===== config.mk =====
export PLATFORM = sky130hd
export DESIGN_NAME = qmlp_merge
export DESIGN_NICKNAME = d
export VERILOG_FILES = /design/src/hw/rtl/qmlp_pkg.sv /design/src/hw/rtl/qmlp_merge.sv
export SDC_FILE = /design/constraint.sdc
export NUM_CORES = 1
export LEC_CHECK = 0
export BUFFER_PORTS_ARGS = -buffer_cell sky130_fd_sc_hd__buf_4
export CORE_ASPECT_RATIO = 1.25
export CORE_UTILIZATION = 30
export DETAILED_ROUTE_END_ITERATION = 8
export MAX_ROUTING_LAYER = met4
export SYNTH_ARGS = -nofsm -noshare
export SYNTH_HDL_FRONTEND = slang
export SYNTH_SLANG_ARGS = --single-unit

===== constraint.sdc =====
create_clock -name clk_i -period 5.9 [get_ports clk_i]
set_input_delay 0 -clock clk_i [delete_from_list [all_inputs] [get_ports clk_i]]
set_output_delay 0 -clock clk_i [all_outputs]
set_load 0.1 [all_outputs]

===== src/hw/rtl/qmlp_pkg.sv =====
`timescale 1ns / 1ps
`default_nettype none
// ----------------------------------------------------------------------------
// qmlp_pkg
// Shared sizes, weight-store layout, request codes and control structs of the
// Q8.8 MLP ratio inference block.
// ----------------------------------------------------------------------------
package qmlp_pkg;

  localparam int N_INPUTS   = 4;
  localparam int N_HIDDEN   = 8;
  localparam int FRAC_BITS  = 8;
  localparam int N_FEATURES = 4;

  localparam int WORD_W = 16;
  localparam int H_W    = 15;
  localparam int HIDDEN_MAX = 32767;

  // weight store layout
  localparam int W1_BASE = 0;
  localparam int B1_BASE = N_HIDDEN * N_INPUTS;
  localparam int W2_BASE = B1_BASE + N_HIDDEN;
  localparam int B2_SLOT = W2_BASE + N_HIDDEN;

  localparam int Q_ONE = 1 << FRAC_BITS;
  localparam logic [WORD_W-1:0] B1_RESET = WORD_W'(Q_ONE / 8);
  localparam logic [WORD_W-1:0] B2_RESET = WORD_W'(Q_ONE);

  localparam logic signed [WORD_W-1:0] FLOOR_RESET = 16'sd64;
  localparam logic signed [WORD_W-1:0] CEIL_RESET  = 16'sd1024;

  localparam int PROD_W = 2 * WORD_W;
  localparam int HACC_W = PROD_W + $clog2(N_INPUTS + 1) + 1;
  localparam int OACC_W = PROD_W + $clog2(N_HIDDEN + 1) + 1;

  localparam int J_W = (N_INPUTS > 1) ? $clog2(N_INPUTS) : 1;
  localparam int K_W = (N_HIDDEN > 1) ? $clog2(N_HIDDEN) : 1;

  localparam logic REQ_INFER = 1'b0;
  localparam logic REQ_WRITE = 1'b1;

  localparam logic [0:0] CFG_FLOOR = 1'b0;
  localparam logic [0:0] CFG_CEIL  = 1'b1;

  typedef struct packed {
    logic           load;
    logic           mac;
    logic [J_W-1:0] sel;
    logic           act;
    logic           prod;
  } lane_ctrl_t;

  typedef struct packed {
    logic [N_INPUTS-1:0] w1_we;
    logic                b1_we;
    logic                w2_we;
    logic [WORD_W-1:0]   value;
  } lane_wr_t;

  typedef struct packed {
    logic              load;
    logic              add;
    logic [K_W-1:0]    sel;
    logic              b2_we;
    logic [WORD_W-1:0] value;
  } merge_ctrl_t;

endpackage
`default_nettype wire


===== src/hw/rtl/qmlp_merge.sv =====
`timescale 1ns / 1ps
`default_nettype none
// ----------------------------------------------------------------------------
// qmlp_merge
// Output neuron: walks the lane products into one accumulator on top of the
// output bias, then scales and clamps to the configured ratio range.
// ----------------------------------------------------------------------------
module qmlp_merge (
  input  wire                                     clk_i,
  input  wire                                     rst_ni,
  input  wire qmlp_pkg::merge_ctrl_t              ctrl_i,
  input  wire logic signed [qmlp_pkg::PROD_W-1:0] prod_i [qmlp_pkg::N_HIDDEN],
  input  wire logic signed [qmlp_pkg::WORD_W-1:0] floor_i,
  input  wire logic signed [qmlp_pkg::WORD_W-1:0] ceil_i,
  output logic signed [qmlp_pkg::WORD_W-1:0]      ratio_o
);

  logic        [qmlp_pkg::WORD_W-1:0] b2_q;
  logic signed [qmlp_pkg::OACC_W-1:0] acc_q;
  logic signed [qmlp_pkg::OACC_W-1:0] bias_ext;
  logic signed [qmlp_pkg::OACC_W-1:0] shifted;
  logic signed [qmlp_pkg::OACC_W-1:0] floor_ext;
  logic signed [qmlp_pkg::OACC_W-1:0] ceil_ext;
  logic signed [qmlp_pkg::OACC_W-1:0] lo_clamped;
  logic signed [qmlp_pkg::OACC_W-1:0] clamped;

  always_ff @(posedge clk_i or negedge rst_ni) begin
    if (!rst_ni) begin
      b2_q <= qmlp_pkg::B2_RESET;
    end else if (ctrl_i.b2_we) begin
      b2_q <= ctrl_i.value;
    end
  end

  assign bias_ext = $signed(qmlp_pkg::OACC_W'($signed(b2_q))) <<< qmlp_pkg::FRAC_BITS;

  always_ff @(posedge clk_i) begin
    if (ctrl_i.load) begin
      acc_q <= bias_ext;
    end else if (ctrl_i.add) begin
      acc_q <= acc_q + qmlp_pkg::OACC_W'(prod_i[ctrl_i.sel]);
    end
  end

  // floor first, then ceiling: the ceiling wins when they cross
  assign shifted    = acc_q >>> qmlp_pkg::FRAC_BITS;
  assign floor_ext  = qmlp_pkg::OACC_W'(floor_i);
  assign ceil_ext   = qmlp_pkg::OACC_W'(ceil_i);
  assign lo_clamped = (shifted < floor_ext) ? floor_ext : shifted;
  assign clamped    = (lo_clamped > ceil_ext) ? ceil_ext : lo_clamped;
  assign ratio_o    = clamped[qmlp_pkg::WORD_W-1:0];

endmodule
`default_nettype wire


==> run summary <==
Ys flop type -> edfxtp_1
Starting Density -> 30.77%
Avg Vias per Cell -> 5.198
Worst setup SP type -> flop
Ranking of synthesized cells by area -> mux4_2 18%, ha_1 15%, edfxtp_1 11%, mux2_2 7.8%, dfrtp_1 4.8%
CP arrival -> 5440 ps
CTS Sinks -> 53
Number of synthesized flops with an enable pin -> 29
Max Slew Vio Count -> 0
Per-cell routed wire length -> 19.04 um
Fin nets -> 1,496
First-pass DRT Iterations -> 4
Part of the power in combinational logic -> 70.6%
Overall Global Routing Usage -> 20.99%
Mapped Avg Cell Area -> 10.12 um^2
Syn. warnings -> 0
Clock-pin slew on the worst setup and hold paths -> 70 ps
1st-iter DRT viols -> 353
Setup TNS -> 0 ps
Worst Tran Pin Value -> 848.5 ps
Syn Std Cell Area -> 0.007834 mm^2
Fraction of layout cells with a size suffix above 1 -> 45.28%
Die Wd -> 146.5 um
Netlist cell types -> 65
Cell count after synthesis -> 774
Status -> completed
Core Util, Final -> 42.98%
Clock Skews -> 10.34 ps
Power Density -> 270.2 mW/mm^2
Initial antenna violation count -> 2
CTS max path bufs -> 2
Register area share after synthesis -> 18.29%
Pleak -> 5.249 nW
Syn Nets -> 1,180
IO buf count -> 327
Die Footprint -> 0.02677 mm^2
H-tree depth -> 2
Die height -> 182.7 um
Critical Path Sink Type -> primary output
FF+latch count, synth -> 53
Ys async rst share -> 30.19%
Max Clock Freq -> 183.8 MHz
Drt total wl -> 27.22 mm
Final Hold Vio Count -> 0
Final period util -> 92.22%
Pint -> 1.574 mW
Tmin final -> 5441 ps
CP max FO -> 29
Multi-input gate area in the final layout -> 0.006035 mm^2
Via count -> 7,433
Root Driver -> clkbuf_16
Commonest non-fill, non-tap cell in the layout -> buf_4
Max-Cap Viols -> 0
Sequential cell area -> 0.001433 mm^2
Hold Slack -> 55.21 ps
CTS Buf Count -> 5
Worst vdd ir -> 0.1241 mV
Num ports -> 328
First-pass GRT wire length -> 41.95 mm
Net switching share of the total power -> 46.77%
Filler cells -> 2,543
Share of Yosys cell area claimed by the top area cell type -> 18.40%
Core area -> 0.02546 mm^2
Post-DRT Antenna Nets -> 0
Setup violators final -> 0
Area Overhead vs Synth -> 39.67%
Largest net degree at the start of global routing -> 65
Row cnt -> 65
Worst skew pair latency -> 310 ps
Drc violations -> 0
Leading area contributor after synthesis -> mux4_2
Sw Pwr -> 1.383 mW
Worst slew margin -> 43.43%
Kind of critical path -> reg -> out
CTS tree -> built
RSZ-0062 raised after global routing -> false
GRT overflow -> 0
Vias in the first global route -> 7,918
GPL Wtd Cong -> 0.8956
Commonest non-fill, non-tap cells in the layout -> 330 x buf_4, 93 x ha_1, 64 x mux4_2
Clock network power share -> 11.4%
Hold crit path type -> in -> reg
Detailed placer's ending HPWL -> 23.61 mm
Worst EP required -> 5900 ps
Sequential Power Share -> 18.0%
final timing paths:
kind | startpoint | slack, ps | endpoint | cells past startpoint
min in group asynchronous | rst_ni | 100 | b2_q[2]$_DFFE_PN0P_ | 2
min reg2reg | acc_q[2]$_SDFFE_PP0P_ | 510 | acc_q[2]$_SDFFE_PP0P_ | 2
max | acc_q[36]$_DFFE_PP_ | 460 | ratio_o[2] | 19
min | ctrl_i[20] | 60 | acc_q[1]$_SDFFE_PP0P_ | 2
max reg2reg | acc_q[0]$_SDFFE_PP0P_ | 2710 | acc_q[30]$_DFFE_PP_ | 12
max in group asynchronous | rst_ni | 5530 | b2_q[8]$_DFFE_PN1P_ | 2
metrics by stage:
step,power (mW),worst slack (ps),cells,instance area [um^2]
floorplan,2.101,50.33,774,7834
global placement,2.595,886.1,1401,10590
detailed placement,2.618,784.1,1401,10590
CTS,2.977,464.6,1426,10930
global route,3.180,212.6,1428,10940
finish,2.956,459.1,1430,10940
power by group through the flow:
stage | clock network (mW) | logic (mW) | registers [mW]
6_report | 0.337 | 2.09 | 0.532
5_1_grt | 0.357 | 2.28 | 0.541
4_1_cts | 0.347 | 2.10 | 0.531
3_5_place_dp | 0 | 2.08 | 0.540
3_3_place_gp | 0 | 2.06 | 0.535
2_1_floorplan | 0 | 1.59 | 0.510
cell usage after synthesis, drive strengths merged, types with 15 or more instances:
cell type / count
inv: 50
a21oi: 50
mux4: 64
a21o: 40
edfxtp: 29
buf: 15
nand4: 15
o21ai: 70
clkbuf: 25
xor2: 18
dfrtp: 15
mux2: 76
ha: 93
nand2: 46
nor2: 28
sequential cells by signal (all words and copies together), names as in the netlist:
signal and flops:
acc_q 37, b2_q 16
routing by layer:
metal	global-route usage (%)	wire [um]	part of all wire [%]
met4	6.625	676	2.5
met1	25.24	11280	41
met2	37.16	13800	51
met5	-	0	0
met3	1.550	1464	5.4
worst max-delay path, cell delays in order, from the launching register on:
cell and delay [ps]:
edfxtp_1 420, ha_1 380, nand4_1 130, or3_1 400
a211o_1 290, o21ai_2 190, xor2_2 200, buf_12 230
mux2_4 330, ha_1 290, a21o_1 110, a21o_1 100
a21oi_1 80, or4_1 480, a31oi_1 190, and4b_4 230
a211oi_4 150, buf_4 310, mux2_2 380, buf_4 230
final cells by class:
type,instances,share of cell area [%]
Tap cell,335,3.831
Sequential cell,53,13.09
Inverter,50,1.715
Clock buffer,6,1.372
Clock inverter,2,0.1830
Antenna cell,4,0.09148
Multi-Input combinational cell,631,55.15
Timing Repair Buffer,349,24.56
kinds of logic after synthesis:
kind of cell,Yosys count,synth area share (%)
compound gates,202,16.34
mux,152,31.91
simple gates,150,9.711
fa+ha+maj,94,15.11
buf+inv,90,4.680
flops,53,18.29
xor+xnor,33,3.961
repair_timing:
action,CTS,global route
endpoints found under the hold margin,32,0
gates resized for setup,0,0
buffers inserted,0,0
hold buffers,17,0
Note: power is estimated with default switching activity, not from simulation.
