`src/hw/rtl/qmlp_pkg.sv`:
```
`timescale 1ns / 1ps
`default_nettype none
// ----------------------------------------------------------------------------
// qmlp_pkg
// Shared sizes, weight-store layout, request codes and control structs of the
// Q8.8 MLP ratio inference block.
// ----------------------------------------------------------------------------
package qmlp_pkg;

  localparam int N_INPUTS   = 4;
  localparam int N_HIDDEN   = 8;
  localparam int FRAC_BITS  = 8;
  localparam int N_FEATURES = 4;

  localparam int WORD_W = 16;
  localparam int H_W    = 15;
  localparam int HIDDEN_MAX = 32767;

  // weight store layout
  localparam int W1_BASE = 0;
  localparam int B1_BASE = N_HIDDEN * N_INPUTS;
  localparam int W2_BASE = B1_BASE + N_HIDDEN;
  localparam int B2_SLOT = W2_BASE + N_HIDDEN;

  localparam int Q_ONE = 1 << FRAC_BITS;
  localparam logic [WORD_W-1:0] B1_RESET = WORD_W'(Q_ONE / 8);
  localparam logic [WORD_W-1:0] B2_RESET = WORD_W'(Q_ONE);

  localparam logic signed [WORD_W-1:0] FLOOR_RESET = 16'sd64;
  localparam logic signed [WORD_W-1:0] CEIL_RESET  = 16'sd1024;

  localparam int PROD_W = 2 * WORD_W;
  localparam int HACC_W = PROD_W + $clog2(N_INPUTS + 1) + 1;
  localparam int OACC_W = PROD_W + $clog2(N_HIDDEN + 1) + 1;

  localparam int J_W = (N_INPUTS > 1) ? $clog2(N_INPUTS) : 1;
  localparam int K_W = (N_HIDDEN > 1) ? $clog2(N_HIDDEN) : 1;

  localparam logic REQ_INFER = 1'b0;
  localparam logic REQ_WRITE = 1'b1;

  localparam logic [0:0] CFG_FLOOR = 1'b0;
  localparam logic [0:0] CFG_CEIL  = 1'b1;

  typedef struct packed {
    logic           load;
    logic           mac;
    logic [J_W-1:0] sel;
    logic           act;
    logic           prod;
  } lane_ctrl_t;

  typedef struct packed {
    logic [N_INPUTS-1:0] w1_we;
    logic                b1_we;
    logic                w2_we;
    logic [WORD_W-1:0]   value;
  } lane_wr_t;

  typedef struct packed {
    logic              load;
    logic              add;
    logic [K_W-1:0]    sel;
    logic              b2_we;
    logic [WORD_W-1:0] value;
  } merge_ctrl_t;

endpackage
`default_nettype wire

```
`src/hw/rtl/qmlp_lane.sv`:
```
`timescale 1ns / 1ps
`default_nettype none
// ----------------------------------------------------------------------------
// qmlp_lane
// One hidden unit: its first-layer weights, bias and output weight, a
// multiply-accumulate over the inputs, ReLU clamp and the output-weight product.
// ----------------------------------------------------------------------------
module qmlp_lane (
  input  wire                                     clk_i,
  input  wire                                     rst_ni,
  input  wire qmlp_pkg::lane_wr_t                 wr_i,
  input  wire qmlp_pkg::lane_ctrl_t               ctrl_i,
  input  wire logic signed [qmlp_pkg::WORD_W-1:0] feature_i,
  output logic signed [qmlp_pkg::PROD_W-1:0]      prod_o
);

  logic [qmlp_pkg::WORD_W-1:0] w1_q [qmlp_pkg::N_INPUTS];
  logic [qmlp_pkg::WORD_W-1:0] b1_q;
  logic [qmlp_pkg::WORD_W-1:0] w2_q;

  logic signed [qmlp_pkg::HACC_W-1:0] acc_q;
  logic signed [qmlp_pkg::HACC_W-1:0] bias_ext;
  logic signed [qmlp_pkg::HACC_W-1:0] shifted;
  logic signed [qmlp_pkg::PROD_W-1:0] mul;
  logic        [qmlp_pkg::H_W-1:0]    h_d;
  logic        [qmlp_pkg::H_W-1:0]    h_q;
  logic signed [qmlp_pkg::PROD_W-1:0] prod_q;

  always_ff @(posedge clk_i or negedge rst_ni) begin
    if (!rst_ni) begin
      for (int j = 0; j < qmlp_pkg::N_INPUTS; j++) begin
        w1_q[j] <= '0;
      end
      b1_q <= qmlp_pkg::B1_RESET;
      w2_q <= '0;
    end else begin
      for (int j = 0; j < qmlp_pkg::N_INPUTS; j++) begin
        if (wr_i.w1_we[j]) begin
          w1_q[j] <= wr_i.value;
        end
      end
      if (wr_i.b1_we) begin
        b1_q <= wr_i.value;
      end
      if (wr_i.w2_we) begin
        w2_q <= wr_i.value;
      end
    end
  end

  assign mul      = $signed(w1_q[ctrl_i.sel]) * feature_i;
  assign bias_ext = $signed(qmlp_pkg::HACC_W'($signed(b1_q))) <<< qmlp_pkg::FRAC_BITS;
  assign shifted  = acc_q >>> qmlp_pkg::FRAC_BITS;

  // ReLU, then saturate to the positive Q8.8 range
  always_comb begin
    if (shifted[qmlp_pkg::HACC_W-1]) begin
      h_d = '0;
    end else if (shifted > $signed(qmlp_pkg::HACC_W'(qmlp_pkg::HIDDEN_MAX))) begin
      h_d = qmlp_pkg::H_W'(qmlp_pkg::HIDDEN_MAX);
    end else begin
      h_d = shifted[qmlp_pkg::H_W-1:0];
    end
  end

  always_ff @(posedge clk_i) begin
    if (ctrl_i.load) begin
      acc_q <= bias_ext;
    end else if (ctrl_i.mac) begin
      acc_q <= acc_q + qmlp_pkg::HACC_W'(mul);
    end
    if (ctrl_i.act) begin
      h_q <= h_d;
    end
    if (ctrl_i.prod) begin
      prod_q <= $signed({1'b0, h_q}) * $signed(w2_q);
    end
  end

  assign prod_o = prod_q;

endmodule
`default_nettype wire

```
`config.mk`:
```
export PLATFORM = sky130hd
export DESIGN_NAME = qmlp_lane
export DESIGN_NICKNAME = d
export VERILOG_FILES = /design/src/hw/rtl/qmlp_pkg.sv /design/src/hw/rtl/qmlp_lane.sv
export SDC_FILE = /design/constraint.sdc
export NUM_CORES = 2
export LEC_CHECK = 0
export BUFFER_PORTS_ARGS = -buffer_cell sky130_fd_sc_hd__buf_2
export CAP_MARGIN = 10
export CORE_AREA = 5 5 238 240
export DETAILED_ROUTE_END_ITERATION = 6
export DIE_AREA = 0 0 243 245
export PLACE_DENSITY = 0.72
export SKIP_LAST_GASP = 1
export SLEW_MARGIN = 20
export SYNTH_ARGS = -nofsm -noshare
export SYNTH_HDL_FRONTEND = slang
export SYNTH_SLANG_ARGS = --single-unit
```
`constraint.sdc`:
```
create_clock -name clk_i -period 17.5 [get_ports clk_i]
set_input_delay 2.625 -clock clk_i [delete_from_list [all_inputs] [get_ports clk_i]]
set_output_delay 2.625 -clock clk_i [all_outputs]
set_load 0.005 [all_outputs]
```
==> results.ini <==
[final_layout]
fillerInstances = 4820
fin_util = 0.518
area_growth_syn_to_layout_pct = 5.77
ff_latch_area_mm2 = 0.00482
nNetsFinal = 3400
total_area_of_multi_input_combinational_cells_mm2 = 0.0192
proportion_of_layout_cells_with_a_drive_suffix_above_1 = 0.0881

[timing]
min_period_over_period = 0.563
slew_viol_final = 0
fin_skew_ns = 0.0174
setup_tns_ns = 0
rsz_0062_raised_after_global_routing = no
count_of_endpoints_failing_setup_in_the_final_report = 0
report.final.hold_viol_count = 0
holdWs_ns = 0.508
fmaxAchievable_ghz = 0.101
worst_pin_slew_ns = 0.973
final_period_minus_worst_setup_slack_ns = 9.86
max-slew-margin-rel = 0.351

[setup_path]
rrSetupSlack_ns = 10.02
timing.setup.critical_path_class = primary input to register
endpoint_kind = register
critical_path_peak_fanout = 16
critical_path_required_ns = 17.68
worstSetupStartpointType = primary input
cp_data_arrival_time_ns = 10.04

[cts]
clock_insertion_delay_worst_skew_ns = 0.46
cts_sinks = 179
clockBufferDepth = 2
cts_resizes = 0
cts.root.buffer_cell = sky130_fd_sc_hd__clkbuf_16
cts.htree.levels = 4
number_of_cts_inserted_buffers = 17
cts-hold-fix-buffers = 0
path_clk_slew_ns = 0.08
tritoncts = done
cts.repair_timing.setup_buffer_count = 0

[global_routing]
antenna_found_initial = 4
grt_start_max_net_pins = 79
wire_length_of_the_first_global_routing_pass_um = 99700
vias_in_the_first_global_route = 19800
grt_usage = 0.205
global_route.overflow_total = 0

[placement]
port_buffers = 77
gp_congestion = 0.900
place.detailed.hpwl_um = 47800

[yosys]
postSynthNetCount = 3395
synth.yosys.seq_area_share = 0.180
syn_area_mm2 = 0.0267
yosys.cell_types.count = 57
post_synth.cell_area_avg_um2 = 10.2
synth_edf_count = 75
syn-instance-count = 2627
yosys_register_bits = 179
total_of_warnings_raised_by_yosys = 0
synth_ff_type = sky130_fd_sc_hd__dfrtp_1
synth_async_sr_flop_share = 0.536

[run_status]
outcome = finished clean

[detailed_routing]
remaining_drcs = 0
routed_wire_length_um = 58800
wl_met2_um = 30800
first_iter_violations = 1129
detailroute.wirelength.met3_um = 2540
viasPerCell = 5.37
detail-route-antenna-nets = 0
drt-pass1-iter-count = 5
post_drt_wl_per_cell_um = 17.5
routedLengthMet1_um = 24100
top_signal_layer_used = met5
num_vias = 18000

[floorplanning]
placeableCoreArea_mm2 = 0.0544
die_area_mm2 = 0.0595
floorplan.die.width_um = 243
die_h_um = 245
initial_standard_cell_utilization_of_the_core = 0.490
number_of_core_rows = 86
io_pins = 78

[min_path]
timing.hold.worst.class = register to register

[run]
drv.max_cap_violation_count = 0

## registers in the layout, indices dropped and copies added (netlist names)
signal  cells
b1_q       16
w1_q       64
w2_q       16
h_q        15
acc_q      36
prod_o     32
## cell usage in the layout (no fill, tap or decap), drive strengths merged, types with 7 or more instances in the layout
cell,n
a211oi,13
a21o,39
a21oi,58
and2,216
and3,9
buf,79
clkbuf,17
clkinv,7
dfrtp,95
dfxtp,8
edfxtp,75
fa,494
ha,228
inv,626
mux2,96
mux2i,7
mux4,16
nand2,285
nand2b,17
nor2,54
nor2b,9
o21a,9
o21ai,48
o21bai,8
xnor2,36
xor2,25
## final timing paths
path,from,to,depth (start not counted)
worst max-delay path,ctrl_i[2],acc_q[34]$_DFFE_PP_,23
worst min-delay path,w1_q[22]$_DFFE_PN0P_,w1_q[22]$_DFFE_PN0P_,1
worst max register to register,w1_q[9]$_DFFE_PN0P_,acc_q[34]$_DFFE_PP_,22
worst min register to register,w1_q[22]$_DFFE_PN0P_,w1_q[22]$_DFFE_PN0P_,1
max in group asynchronous,rst_ni,b1_q[5]$_DFFE_PN1P_,3
min in group asynchronous,rst_ni,w2_q[13]$_DFFE_PN0P_,1
## area by class of cell
type,count,share of cell area
Antenna cell,1,0.0000887
Clock buffer,17,0.0151
Sequential cell,179,0.171
Timing Repair Buffer,79,0.0150
Tap cell,704,0.0312
Clock inverter,15,0.00559
Multi-Input combinational cell,1737,0.680
Inverter,618,0.0822
## stage by stage
stage	std cells	worst slack, ns	area, um2
after floorplan	2627	7.70	26700
after global placement	3316	7.51	27600
after detailed placement	3316	7.26	27600
after CTS	3348	7.74	28200
after global routing	3349	7.40	28200
final	3350	7.64	28200
## cells in the mapped netlist (12+ instances only)
library cell / count / area, um2
sky130_fd_sc_hd__mux2_2: 96 / 1080
sky130_fd_sc_hd__dfrtp_1: 95 / 2380
sky130_fd_sc_hd__nor2_1: 54 / 203
sky130_fd_sc_hd__a21o_1: 39 / 293
sky130_fd_sc_hd__clkbuf_1: 87 / 327
sky130_fd_sc_hd__o21ai_0: 47 / 235
sky130_fd_sc_hd__ha_1: 228 / 2850
sky130_fd_sc_hd__mux4_2: 16 / 360
sky130_fd_sc_hd__fa_1: 494 / 9890
sky130_fd_sc_hd__nand2_1: 285 / 1070
sky130_fd_sc_hd__inv_1: 618 / 2320
sky130_fd_sc_hd__a21oi_1: 58 / 290
sky130_fd_sc_hd__xor2_1: 25 / 219
sky130_fd_sc_hd__and2_1: 216 / 1350
sky130_fd_sc_hd__edfxtp_1: 75 / 2250
sky130_fd_sc_hd__a211oi_1: 12 / 90.1
sky130_fd_sc_hd__nand2b_1: 17 / 106
sky130_fd_sc_hd__xnor2_1: 36 / 315
## critical path, stage by stage
cell	delay [ns]
sky130_fd_sc_hd__buf_2	0.48
sky130_fd_sc_hd__mux4_2	0.79
sky130_fd_sc_hd__and2_1	0.26
sky130_fd_sc_hd__fa_1	0.53
sky130_fd_sc_hd__inv_1	0.05
sky130_fd_sc_hd__fa_1	0.46
sky130_fd_sc_hd__fa_1	0.52
sky130_fd_sc_hd__inv_1	0.06
sky130_fd_sc_hd__fa_1	0.50
sky130_fd_sc_hd__fa_1	0.50
sky130_fd_sc_hd__inv_1	0.05
sky130_fd_sc_hd__fa_1	0.47
sky130_fd_sc_hd__inv_1	0.04
sky130_fd_sc_hd__ha_1	0.39
sky130_fd_sc_hd__nand4_1	0.17
sky130_fd_sc_hd__a2111oi_0	0.57
sky130_fd_sc_hd__a22oi_1	0.32
sky130_fd_sc_hd__and3b_1	0.26
sky130_fd_sc_hd__o21a_1	0.23
sky130_fd_sc_hd__o21ai_0	0.32
sky130_fd_sc_hd__a31oi_1	0.18
sky130_fd_sc_hd__xor2_1	0.15
sky130_fd_sc_hd__o21ai_0	0.08
## layer usage
| layer | track usage | vias up |
|---|---|---|
| li1 | - | 7995 |
| met3 | 0.0272 | 102 |
| met1 | 0.267 | 9430 |
| met5 | 0 | - |
| met4 | 0.0554 | 6 |
| met2 | 0.365 | 471 |
## cells by family (layout without fill, tap and decap cells)
kind of cell | count (synthesis) | in the layout | share of synthesized area
fa+ha+maj | 722 | 722 | 0.477
flops | 179 | 179 | 0.180
simple gates | 624 | 624 | 0.115
other cells | 0 | 1 | 0
xor+xnor | 61 | 61 | 0.0200
compound gates | 211 | 211 | 0.0507
buf+inv | 711 | 729 | 0.100
mux | 119 | 119 | 0.0566
Power is left out: the tool's default activity adds up to more than one toggle a clock period on the data nets, which glitch-free logic cannot reach.
